==> config.mk <==
export PLATFORM = sky130hd
export DESIGN_NAME = received_line_bitmap_tracker
export DESIGN_NICKNAME = d
export VERILOG_FILES = /design/src/rtl/rlbt_pkg.sv /design/src/rtl/received_line_bitmap_tracker.sv /design/src/rtl/rlbt_ram.sv /design/src/rtl/rlbt_dp.sv /design/src/rtl/rlbt_ctrl.sv
export SDC_FILE = /design/constraint.sdc
export NUM_CORES = 2
export LEC_CHECK = 0
export ABC_AREA = 0
export BUFFER_PORTS_ARGS = -buffer_cell sky130_fd_sc_hd__buf_2
export CORE_UTILIZATION = 39
export CTS_CLUSTER_DIAMETER = 200
export CTS_CLUSTER_SIZE = 40
export DETAILED_ROUTE_END_ITERATION = 10
export PLACE_DENSITY_LB_ADDON = 0.3
export SLEW_MARGIN = 20
export SYNTH_ARGS = -nofsm -noshare
export SYNTH_HDL_FRONTEND = slang
export SYNTH_SLANG_ARGS = --single-unit
==> constraint.sdc <==
create_clock -name clk -period 7.2 [get_ports clk]
set_input_delay 1.08 -clock clk [delete_from_list [all_inputs] [get_ports clk]]
set_output_delay 1.08 -clock clk [all_outputs]
set_load 0.05 [all_outputs]
==> src/rtl/rlbt_pkg.sv <==
// Shared constants and controller/datapath interface types for the line bitmap tracker.
package rlbt_pkg;

	// Number of tracked lines and the bitmap geometry that follows from it
	localparam int unsigned LINES  = 1024;
	localparam int unsigned WORDS  = (LINES + 7) / 8;
	localparam int unsigned AW     = (WORDS > 1) ? $clog2(WORDS) : 1;
	localparam int unsigned CNT_W  = AW + 1;
	localparam int unsigned LINE_W = 16;
	localparam int unsigned NEXT_W = 11;
	localparam int unsigned POS_W  = AW + 3;
	localparam int unsigned CMP_W  = LINE_W + 1;

	localparam logic [CMP_W-1:0] LINES_V = CMP_W'(LINES);

	// Commands from the controller to the datapath
	typedef struct packed {
		logic load;      // latch an accepted request
		logic update;    // test and mark the addressed line
		logic scan_clr;  // restart the scan counter
		logic scan;      // walk the bitmap words
		logic out_load;  // move the result into the output register
	} rlbt_cmd_t;

	// Status from the datapath to the controller
	typedef struct packed {
		logic hit;       // scan has found the first unmarked line or run out
	} rlbt_sts_t;

endpackage

==> src/rtl/received_line_bitmap_tracker.sv <==
// Top level of the received line bitmap tracker.
//
// Request channel (req_valid/req_stall): func and line_number. func 1 marks
// the line as received, func 0 only queries it. A line at or above LINES
// reads as unmarked and is never marked.
// Result channel (res_valid/res_stall): was_marked tells whether the line
// was marked before the request; next_needed is the lowest unmarked line
// after the request, or LINES when every line is marked.
// One request is in flight at a time. The scan reads the bitmap words up
// to and including the first one that is not full, 1 to WORDS words (WORDS
// is 128 at LINES = 1024), one word a cycle through the bitmap RAM's single
// read port. The next request can be accepted as early as the cycle in
// which res_valid rises.
// Reset clears the bitmap at once through per-word valid bits; no clearing
// pass runs. A finished result sits in the output register while the next
// request is accepted; if the receiver still stalls when the next scan ends,
// the block holds that result and keeps req_stall high until it is taken.
module received_line_bitmap_tracker import rlbt_pkg::*; (
	input  logic              clk,
	input  logic              arst_n,
	input  logic              req_valid,
	output logic              req_stall,
	input  logic              func,
	input  logic [LINE_W-1:0] line_number,
	output logic              res_valid,
	input  logic              res_stall,
	output logic              was_marked,
	output logic [NEXT_W-1:0] next_needed
);

	rlbt_cmd_t cmd;
	rlbt_sts_t sts;

	rlbt_ctrl u_ctrl (
		.clk       (clk),
		.arst_n    (arst_n),
		.req_valid (req_valid),
		.req_stall (req_stall),
		.res_valid (res_valid),
		.res_stall (res_stall),
		.cmd       (cmd),
		.sts       (sts)
	);

	rlbt_dp u_dp (
		.clk         (clk),
		.arst_n      (arst_n),
		.cmd         (cmd),
		.sts         (sts),
		.func        (func),
		.line_number (line_number),
		.was_marked  (was_marked),
		.next_needed (next_needed)
	);

endmodule

==> src/rtl/rlbt_ram.sv <==
// Generic single-write, single-read RAM with registered read data.
module rlbt_ram #(
	parameter  int WIDTH = 8,
	parameter  int DEPTH = 128,
	localparam int AW    = (DEPTH > 1) ? $clog2(DEPTH) : 1
) (
	input  logic             clk,
	input  logic             we,
	input  logic [AW-1:0]    waddr,
	input  logic [WIDTH-1:0] wdata,
	input  logic [AW-1:0]    raddr,
	output logic [WIDTH-1:0] rdata
);

	logic [WIDTH-1:0] mem_q [DEPTH];
	logic [WIDTH-1:0] rdata_q;

	// Write port
	always_ff @(posedge clk) begin
		if (we) begin
			mem_q[waddr] <= wdata;
		end
	end

	// Registered read port
	always_ff @(posedge clk) begin
		rdata_q <= mem_q[raddr];
	end

	assign rdata = rdata_q;

endmodule

==> src/rtl/rlbt_dp.sv <==
// Datapath: bitmap RAM, per-word valid bits, line test and mark, first-zero scan.
module rlbt_dp import rlbt_pkg::*; (
	input  logic              clk,
	input  logic              arst_n,
	input  rlbt_cmd_t         cmd,
	output rlbt_sts_t         sts,
	input  logic              func,
	input  logic [LINE_W-1:0] line_number,
	output logic              was_marked,
	output logic [NEXT_W-1:0] next_needed
);

	logic              func_q;
	logic [LINE_W-1:0] line_q;
	logic              inrange_q;
	logic              was_q;
	logic [NEXT_W-1:0] next_q;
	logic [CNT_W-1:0]  cnt_q;
	logic              pend_s1;
	logic [AW-1:0]     addr_s1;
	logic              vld_s1;
	logic [WORDS-1:0]  valid_q;
	logic              res_was_q;
	logic [NEXT_W-1:0] res_next_q;

	logic [AW-1:0]     line_word;
	logic [2:0]        bit_sel;
	logic [7:0]        bit_mask;
	logic [AW-1:0]     rd_addr;
	logic              issue;
	logic [7:0]        rd_data;
	logic [7:0]        eff;
	logic              we;
	logic              full;
	logic [2:0]        zero_bit;
	logic [POS_W-1:0]  pos;
	logic [CMP_W-1:0]  pos_w;
	logic [CMP_W-1:0]  cand;
	logic [CMP_W-1:0]  result;
	logic              last;

	// Address decode of the latched line
	assign line_word = line_q[3 +: AW];
	assign bit_sel   = line_q[2:0];
	assign bit_mask  = 8'(1) << bit_sel;

	// Read address: scan counter while scanning, otherwise the request's word
	assign issue   = cmd.scan && (cnt_q < CNT_W'(WORDS));
	assign rd_addr = cmd.scan ? cnt_q[AW-1:0] : line_word;

	// A word never written reads as all zeros
	assign eff = vld_s1 ? rd_data : 8'h00;
	assign we  = cmd.update && func_q && inrange_q;

	rlbt_ram #(
		.WIDTH (8),
		.DEPTH (WORDS)
	) u_ram (
		.clk   (clk),
		.we    (we),
		.waddr (line_word),
		.wdata (eff | bit_mask),
		.raddr (rd_addr),
		.rdata (rd_data)
	);

	// Latch the accepted request
	always_ff @(posedge clk) begin
		if (cmd.load) begin
			func_q    <= func;
			line_q    <= line_number;
			inrange_q <= ({1'b0, line_number} < LINES_V);
		end
	end

	// Track written words; reset marks the whole bitmap empty
	always_ff @(posedge clk or negedge arst_n) begin
		if (!arst_n) begin
			valid_q <= '0;
		end else if (we) begin
			valid_q[line_word] <= 1'b1;
		end
	end

	// Carry the valid bit and address alongside the RAM read
	always_ff @(posedge clk) begin
		vld_s1  <= valid_q[rd_addr];
		addr_s1 <= rd_addr;
	end

	always_ff @(posedge clk or negedge arst_n) begin
		if (!arst_n) begin
			pend_s1 <= 1'b0;
		end else begin
			pend_s1 <= issue;
		end
	end

	// Scan counter
	always_ff @(posedge clk or negedge arst_n) begin
		if (!arst_n) begin
			cnt_q <= '0;
		end else if (cmd.scan_clr) begin
			cnt_q <= '0;
		end else if (issue) begin
			cnt_q <= cnt_q + CNT_W'(1);
		end
	end

	// Find the lowest zero bit of the word under test
	always_comb begin
		zero_bit = 3'd0;
		for (int b = 7; b >= 0; b--) begin
			if (!eff[b]) begin
				zero_bit = 3'(b);
			end
		end
	end

	// Turn the hit into a line number, clipped to LINES past the last line
	assign full    = &eff;
	assign last    = (addr_s1 == AW'(WORDS - 1));
	assign pos     = {addr_s1, zero_bit};
	assign pos_w   = CMP_W'(pos);
	assign cand    = (pos_w < LINES_V) ? pos_w : LINES_V;
	assign result  = full ? LINES_V : cand;
	assign sts.hit = pend_s1 && (!full || last);

	// Test the line, then hold the scan result
	always_ff @(posedge clk) begin
		if (cmd.update) begin
			was_q <= inrange_q && ((eff & bit_mask) != 8'h00);
		end
		if (cmd.scan && sts.hit) begin
			next_q <= result[NEXT_W-1:0];
		end
	end

	// Output payload register
	always_ff @(posedge clk) begin
		if (cmd.out_load) begin
			res_was_q  <= was_q;
			res_next_q <= next_q;
		end
	end

	assign was_marked  = res_was_q;
	assign next_needed = res_next_q;

endmodule

==> src/rtl/rlbt_ctrl.sv <==
// Controller: sequences read, update and scan, and owns both handshakes.
module rlbt_ctrl import rlbt_pkg::*; (
	input  logic      clk,
	input  logic      arst_n,
	input  logic      req_valid,
	output logic      req_stall,
	output logic      res_valid,
	input  logic      res_stall,
	output rlbt_cmd_t cmd,
	input  rlbt_sts_t sts
);

	localparam logic [2:0] ST_IDLE   = 3'd0;
	localparam logic [2:0] ST_READ   = 3'd1;
	localparam logic [2:0] ST_UPDATE = 3'd2;
	localparam logic [2:0] ST_SCAN   = 3'd3;
	localparam logic [2:0] ST_FINISH = 3'd4;

	logic [2:0] state_q;
	logic [2:0] state_d;
	logic       res_valid_q;
	logic       accept;

	assign req_stall = (state_q != ST_IDLE);
	assign accept    = req_valid && !req_stall;

	// Decode commands
	always_comb begin
		cmd          = '0;
		cmd.load     = accept;
		cmd.update   = (state_q == ST_UPDATE);
		cmd.scan_clr = (state_q == ST_UPDATE);
		cmd.scan     = (state_q == ST_SCAN);
		cmd.out_load = (state_q == ST_FINISH) && (!res_valid_q || !res_stall);
	end

	// Next state
	always_comb begin
		state_d = state_q;
		case (state_q)
			ST_IDLE: begin
				if (accept) begin
					state_d = ST_READ;
				end
			end
			ST_READ:   state_d = ST_UPDATE;
			ST_UPDATE: state_d = ST_SCAN;
			ST_SCAN: begin
				if (sts.hit) begin
					state_d = ST_FINISH;
				end
			end
			ST_FINISH: begin
				if (cmd.out_load) begin
					state_d = ST_IDLE;
				end
			end
			default: state_d = ST_IDLE;
		endcase
	end

	// State and output valid
	always_ff @(posedge clk or negedge arst_n) begin
		if (!arst_n) begin
			state_q     <= ST_IDLE;
			res_valid_q <= 1'b0;
		end else begin
			state_q     <= state_d;
			res_valid_q <= cmd.out_load || (res_valid_q && res_stall);
		end
	end

	assign res_valid = res_valid_q;

endmodule

## After elaboration in Yosys (flattened, before gate mapping)

Memories as Yosys holds them, arrays and structs flattened. A register that Yosys moved wholly into a read port is not among the register bits.
Cells that the tools add are included.

- Bits in registers: 185
- RAM bits: 1024
- Input port bits: 21
- Output and inout port bits: 14
- Logic and storage cells: 83
- Memories: 1

- $add $sub $neg: 1
- $lt $le $gt $ge: 6
- Equal/unequal tests: 8
- Shift operators: 1
- Muxes and demuxes: 23
- Bitwise gates (word level): 4
- Reductions and logical operators: 24

Memories:

| memory | words | bits a word | read ports | clocked after memory_dff | write ports | RTL line | RTL |
|---|---|---|---|---|---|---|---|
| u_dp.u_ram.mem_q | 128 | 8 | 1 | 1 | 1 | rlbt_ram.sv:15 | `logic [WIDTH-1:0] mem_q [DEPTH];` |

Operators with widths:

| operator | count |
|---|---|
| bitwise OR 128 bit | 1 |
| two-way mux 3 bit | 11 |
| two-way mux 8 bit | 3 |
| < comparator 16 x 11 -> 1 bit (second input constant) | 1 |
| < comparator 7 x 8 -> 1 bit (second input constant) | 2 |
| case mux 3 bit (5 select lines) | 1 |
| < comparator 10 x 11 -> 1 bit (second input constant) | 1 |
| two-way mux 11 bit | 1 |
| logical AND 1 bit | 10 |
| adder 8 x 1 -> 8 bit (second input constant) | 1 |
| AND 8 bit | 1 |
| < comparator 8 bit (second input constant) | 1 |
| bitwise OR 8 bit | 1 |
| AND reduction 8 bit | 1 |
| nonzero test 8 bit | 1 |
| << shifter 1 x 3 -> 8 bit (first input constant) | 1 |
| binary-select mux 1 bit (select 7 bit) | 1 |
| demux 1 bit (select 7 bit) | 1 |
| == test 7 bit (second input constant) | 1 |
| >= comparator 7 x 1 -> 1 bit (second input constant) | 1 |
| two-way mux 7 bit | 1 |
| == test 3 x 2 -> 1 bit (second input constant) | 2 |
| zero test 1 bit | 4 |
| two-way mux 1 bit | 4 |
| other kinds (11) | 14 |

## Depth between registers and ports, before layout

- Depth in word-level cells: 12
- Depth in mapped cells: 13

## Modules after synthesis

Synthesis repeated with hierarchy kept, for this count alone.

- Cells, all modules: 2286
- Area, all modules: 47704.5 um^2

By module, submodules not included:

| module | instances | cells each | area each (um^2) | sequential area each (um^2) |
|---|---|---|---|---|
| rlbt_ram | 1 | 1635 | 39665.5 | 30909.6 |
| rlbt_dp | 1 | 627 | 7820.0 | 4669.5 |
| rlbt_ctrl | 1 | 24 | 219.0 | 100.1 |

## Worst setup path before layout

Ideal clock, no wire load.

- Path type: flip-flop to flip-flop
- Start point: register u_dp.line_q[0]
- End point: memory u_dp.u_ram.mem_q[0][1], data pin
- Data arrival time: 5.966 ns
- Required time: 5.972 ns
- Slack: 0.006 ns
- Cell stages (with the launch flop): 4
- Buffers on the path: 1
- Period minus slack after synthesis: 7.194 ns
- Cells stage by stage: edfxtp_1 clkbuf_1 inv_1 o31ai_1

- Word-level cells in the longest chain between the ends: 2

Ends and longest elaborated chain:

| element | RTL line | RTL |
|---|---|---|
| start, declared | rlbt_dp.sv:14 | `logic [LINE_W-1:0] line_q;` |
| start signal, assigned | rlbt_dp.sv:71 | `line_q <= line_number;` |
| << shifter 1 x 3 -> 8 bit | rlbt_dp.sv:45 | `assign bit_mask = 8'(1) << bit_sel;` |
| bitwise OR 8 bit | rlbt_dp.sv:62 | `.wdata (eff \| bit_mask),` |
| via u_dp.u_ram.wdata[1] | rlbt_ram.sv:10 | `input logic [WIDTH-1:0] wdata,` |
| end, declared | rlbt_ram.sv:15 |  |

The timed path passes the listed nets, and every way through them passes these cells.

## Worst setup path after layout

- Start point: register u_ctrl.state_q[0]
- End point: register u_dp.u_ram.rdata_q[1] (netlist: u_dp.u_ram.rdata[1]), read port of u_dp.u_ram.mem_q

- Word-level cells in the longest chain between the ends: 2

Ends and longest elaborated chain:

| element | RTL line | RTL |
|---|---|---|
| start, declared | rlbt_ctrl.sv:19 | `logic [2:0] state_q;` |
| start signal, assigned | rlbt_ctrl.sv:68 | `state_q <= state_d;` |
| == test 3 x 2 -> 1 bit | rlbt_ctrl.sv:33 | `cmd.scan = (state_q == ST_SCAN);` |
| two-way mux 7 bit | rlbt_dp.sv:49 | `assign rd_addr = cmd.scan ? cnt_q[AW-1:0] : line_word;` |
| end, declared | rlbt_ram.sv:16 | `logic [WIDTH-1:0] rdata_q;` |

No other way between the ends.
A chain may end at the register's enable or synchronous reset.

==> results by group <==
Worst setup path
  – Critical Path Max Stage Delay: 900 ps
  – Worst setup EP type: register
  – Cells on worst reg2reg path: 9
  – Critical path type: reg2reg
  – Crit path buffers/inverters: 2
  – CP startpoint kind: register
  – Worst R2R Start: u_ctrl.state_q[0]
  – CP Cell Sequence: nand3b_4 > mux2i_4 > buf_4 > inv_2 > nand2_1 > a211oi_1 > nor4b_1 > o21ai_0 > and4_1
  – Critical path's slowest cell: o21ai_0
  – Crit path from: u_ctrl.state_q[0]
  – Critical Path AT: 5860 ps
  – CP delay by family, top: simple AND/OR/NAND/NOR gates
  – Crit path depth: 9
  – Crit Path Max Fanout: 40
  – Required @ worst endpoint: 7810 ps

STA
  – Clock Skews: 36.9 ps
  – TNS Setup: 0 ps
  – Final worst path period need: 5250 ps
  – RSZ-0062 raised after global routing: false
  – Final Setup Violations: 0
  – Final hold vios: 0
  – Max frequency: 0.190 GHz
  – Final Max Slew Viols: 0
  – Slew @ Worst Pin: roughly 1200 ps
  – Slew HR: roughly a fifth
  – Fin crit share: between 70% and 80%

Yosys
  – Synth cell types: 61
  – Post-Syn Nets: 3204
  – Mapped cell area: 0.0486 mm²
  – Top_reg_cell synth: edfxtp_1
  – Sequential element share of the synthesized area: 73.4%
  – Share of synthesized registers carrying an async set or reset: between 10 and 15%
  – Syn Inst Count: 3182
  – Yosys warns: 0
  – EDFF count, synth: 1060
  – #FFs+latches synth: 1217
  – Avg Inst Size Synth: around 15 µm²

Placed design
  – Post-DP HPWL: 77200 µm
  – Placed instance area: 0.0505 mm²
  – GP Congestion: 0.845
  – Number of port buffers: 34

Finish
  – Layout area overhead: 6.10%
  – FF/Latch Area: 0.0357 mm²
  – Fraction of layout instances using a drive strength above 1: 11.0%
  – Cell area after layout: roughly 0.052 mm²
  – Filler Cells Inserted: 11200
  – Area of the multi-input gates: 0.0120 mm²
  – Nets@finish: 3153

GRT
  – First-pass GRT wire length: 182000 µm
  – Met2 GRT Util: 30.8%
  – Met3 Use GR: 2.50%
  – Number of global-route vias before repair: 25600
  – Initial antenna violation count: 3
  – Met1 usage: 29.1%
  – GRT Total Usage: a little under 20%
  – Gr ovfl total: 0
  – GRT busiest layer: met2
  – Pin count of the biggest net entering global routing: roughly 130

Power and ir drop
  – PwrDens: between 300 and 400 mW/mm²
  – Worst-case vdd ir drop: 0.000372 V
  – Leakage power: 18.4 nW

Clock network
  – Clock buffer depth: 3
  – CTS Sinks: 1217
  – H-tree Lvls: 2
  – Clock root buffer master: clkbuf_16
  – Clk Latency, worst-skew pair: between 600 and 700 ps
  – CTS tree: yes
  – Clock slew at reported path FFs: 140 ps
  – TritonCTS Buffers: 36
  – Setup bufs post-CTS: 0
  – # hold bufs at CTS: 0
  – Post-CTS Resized: 0

Routing
  – 1st-pass router iterations: 6
  – Final WL: 125000 µm
  – DRC errors left: 0
  – Vias: approximately 27000
  – DRT iter0 DRCs: 3201
  – ANT nets after route: 0
  – Via density: 5.61
  – Drt wl/cell: 26.1 µm

Floorplan
  – Initial Util: 39.3%
  – Row count: between 100 and 150
  – Core Box Area: 0.124 mm²
  – Die span in x: roughly 360 µm
  – Num ports: 35
  – Height of the chip: between 300 and 400 µm
  – Die area: roughly 0.13 mm²

Job
  – MaxCap Viol Count: 0

Min path
  – Worst Hold Depth: 0
  – Worst hold path class: reg2reg
  – HP Start: u_dp.next_q[4]

Run status
  – Status: finished clean
logic make-up (layout without fill, tap and decap cells):
kind of cell,count (synthesis),after routing,share of synthesized area [%]
xor gates and xnor gates,5,5,0.0901
DFF,1217,1217,73.4
other,0,1,0
buffers and inverters,208,185,2.21
muxes,482,482,10.2
AOI/OAI and AO/OA,337,337,5.09
and+or+nand+nor,932,932,8.97
adders and majority gates,1,1,0.0257
cell usage in the layout, fill, tap and decap left out, types with 8 or more instances in the layout:
| master | synthesis | layout |
|---|---|---|
| buf_4 | 23 | 44 |
| edfxtp_1 | 1060 | 1060 |
| buf_2 | 60 | 33 |
| o221ai_1 | 33 | 33 |
| o22ai_1 | 53 | 53 |
| a22oi_1 | 14 | 14 |
| o2111ai_1 | 17 | 17 |
| mux2_2 | 58 | 58 |
| and4_1 | 8 | 8 |
| clkbuf_1 | 68 | 26 |
| dfrtp_1 | 141 | 141 |
| inv_1 | 31 | 30 |
| o41ai_1 | 8 | 8 |
| a222oi_1 | 18 | 18 |
| nand2_1 | 373 | 372 |
| a32oi_1 | 16 | 16 |
| nor2b_1 | 20 | 20 |
| mux2i_1 | 417 | 416 |
| a31oi_1 | 34 | 34 |
| a21oi_1 | 15 | 15 |
| dfxtp_1 | 16 | 16 |
| nor3_1 | 8 | 8 |
| or2_2 | 130 | 130 |
| nor2_1 | 157 | 155 |
| nand3_1 | 188 | 188 |
| clkbuf_16 | 0 | 37 |
| nor2_2 | 6 | 8 |
| nor4b_1 | 17 | 17 |
| a211oi_1 | 61 | 61 |
| o21ai_0 | 37 | 37 |
synth_stat cells (all sizes together) (2+ instances only):
library cell  instances  share of area, %
a221oi                6              0.11
o221ai               33              0.59
o41ai                 8              0.14
a311oi                3             0.054
nand3               188               1.9
nor3                  8             0.082
mux4                  4              0.19
a32oi                16              0.29
mux2                 58               1.3
a32o                  5              0.10
or3b                  2             0.036
a31oi                34              0.44
buf                 105               1.4
clkinv                2             0.015
o2111ai              17              0.31
and4b                 2             0.041
edfxtp             1060                65
nor2b                20              0.26
a211oi               61              0.94
nand2b                6             0.077
a21oi                17              0.21
o21bai                3             0.046
o21ai                37              0.38
o31ai                 5             0.077
nor4b                17              0.31
dfxtp                16              0.66
o2bb2ai               2             0.036
and4                  8              0.14
nand2               373               2.9
dfrtp               141               7.3
xor2                  5             0.090
clkbuf               68              0.53
and3                  2             0.026
or2                 130               1.7
mux2i               420               8.7
a22oi                14              0.22
or3                   3             0.039
a222oi               18              0.37
nand4                 4             0.051
inv                  33              0.25
nor2                163               1.3
o22ai                53              0.68
nand3b                4             0.088
report_power, final:
group | switching, mW | internal (mW)
combinational | 4.82 | 2.08
sequential | 0.193 | 8.73
clock | 2.02 | 1.01
through the flow:
stage          power [mW]  cells  util [%]  hold WS [ps]  setup slack [ps]
2_1_floorplan        13.7   3182         -           400              6.31
3_3_place_gp         15.9   4728      40.8           404              2070
3_5_place_dp         15.9   4728      40.8           405              1940
4_1_cts              18.9   4794      41.7           437              1930
5_1_grt              19.6   4796      41.7           443              1820
6_report             18.9   4797      41.7           435              1950
layout make-up:
class	instances	share of cell area, %
Multi-Input combinational cell	1757	23.3
Timing Repair Buffer	84	1.22
Clock buffer	63	1.98
Inverter	35	0.279
Clock inverter	3	0.0922
Sequential cell	1217	69.2
Antenna cell	1	0.00485
Tap cell	1637	3.97
flip-flops by register name, summed over array words and instances, names as in the netlist, 3 cells and up:
name              count
u_dp.u_ram.mem_q   1024
u_dp.valid_q        128
u_dp.next_needed     11
u_dp.next_q          11
u_dp.line_q          10
u_dp.cnt_q            8
u_dp.u_ram.rdata      8
u_dp.addr_s1          7
u_ctrl.state_q        3
layer usage:
metal / part of all wire, % / routed length [µm]
met1: 45 / 56600
met2: 46 / 58100
met3: 6.8 / 8460
met4: 1.6 / 1980
met5: 0.031 / 39
path summary, 6_finish.rpt:
check                                       to  slack [ps]
min in group asynchronous      u_dp.valid_q[1]         460
max reg2reg                u_dp.u_ram.rdata[1]        1950
max                        u_dp.u_ram.rdata[1]        1950
min                        u_dp.next_needed[4]         440
min reg2reg                u_dp.next_needed[4]         440
max in group asynchronous    u_dp.valid_q[103]        5410
(Power assumes the default switching activity.)
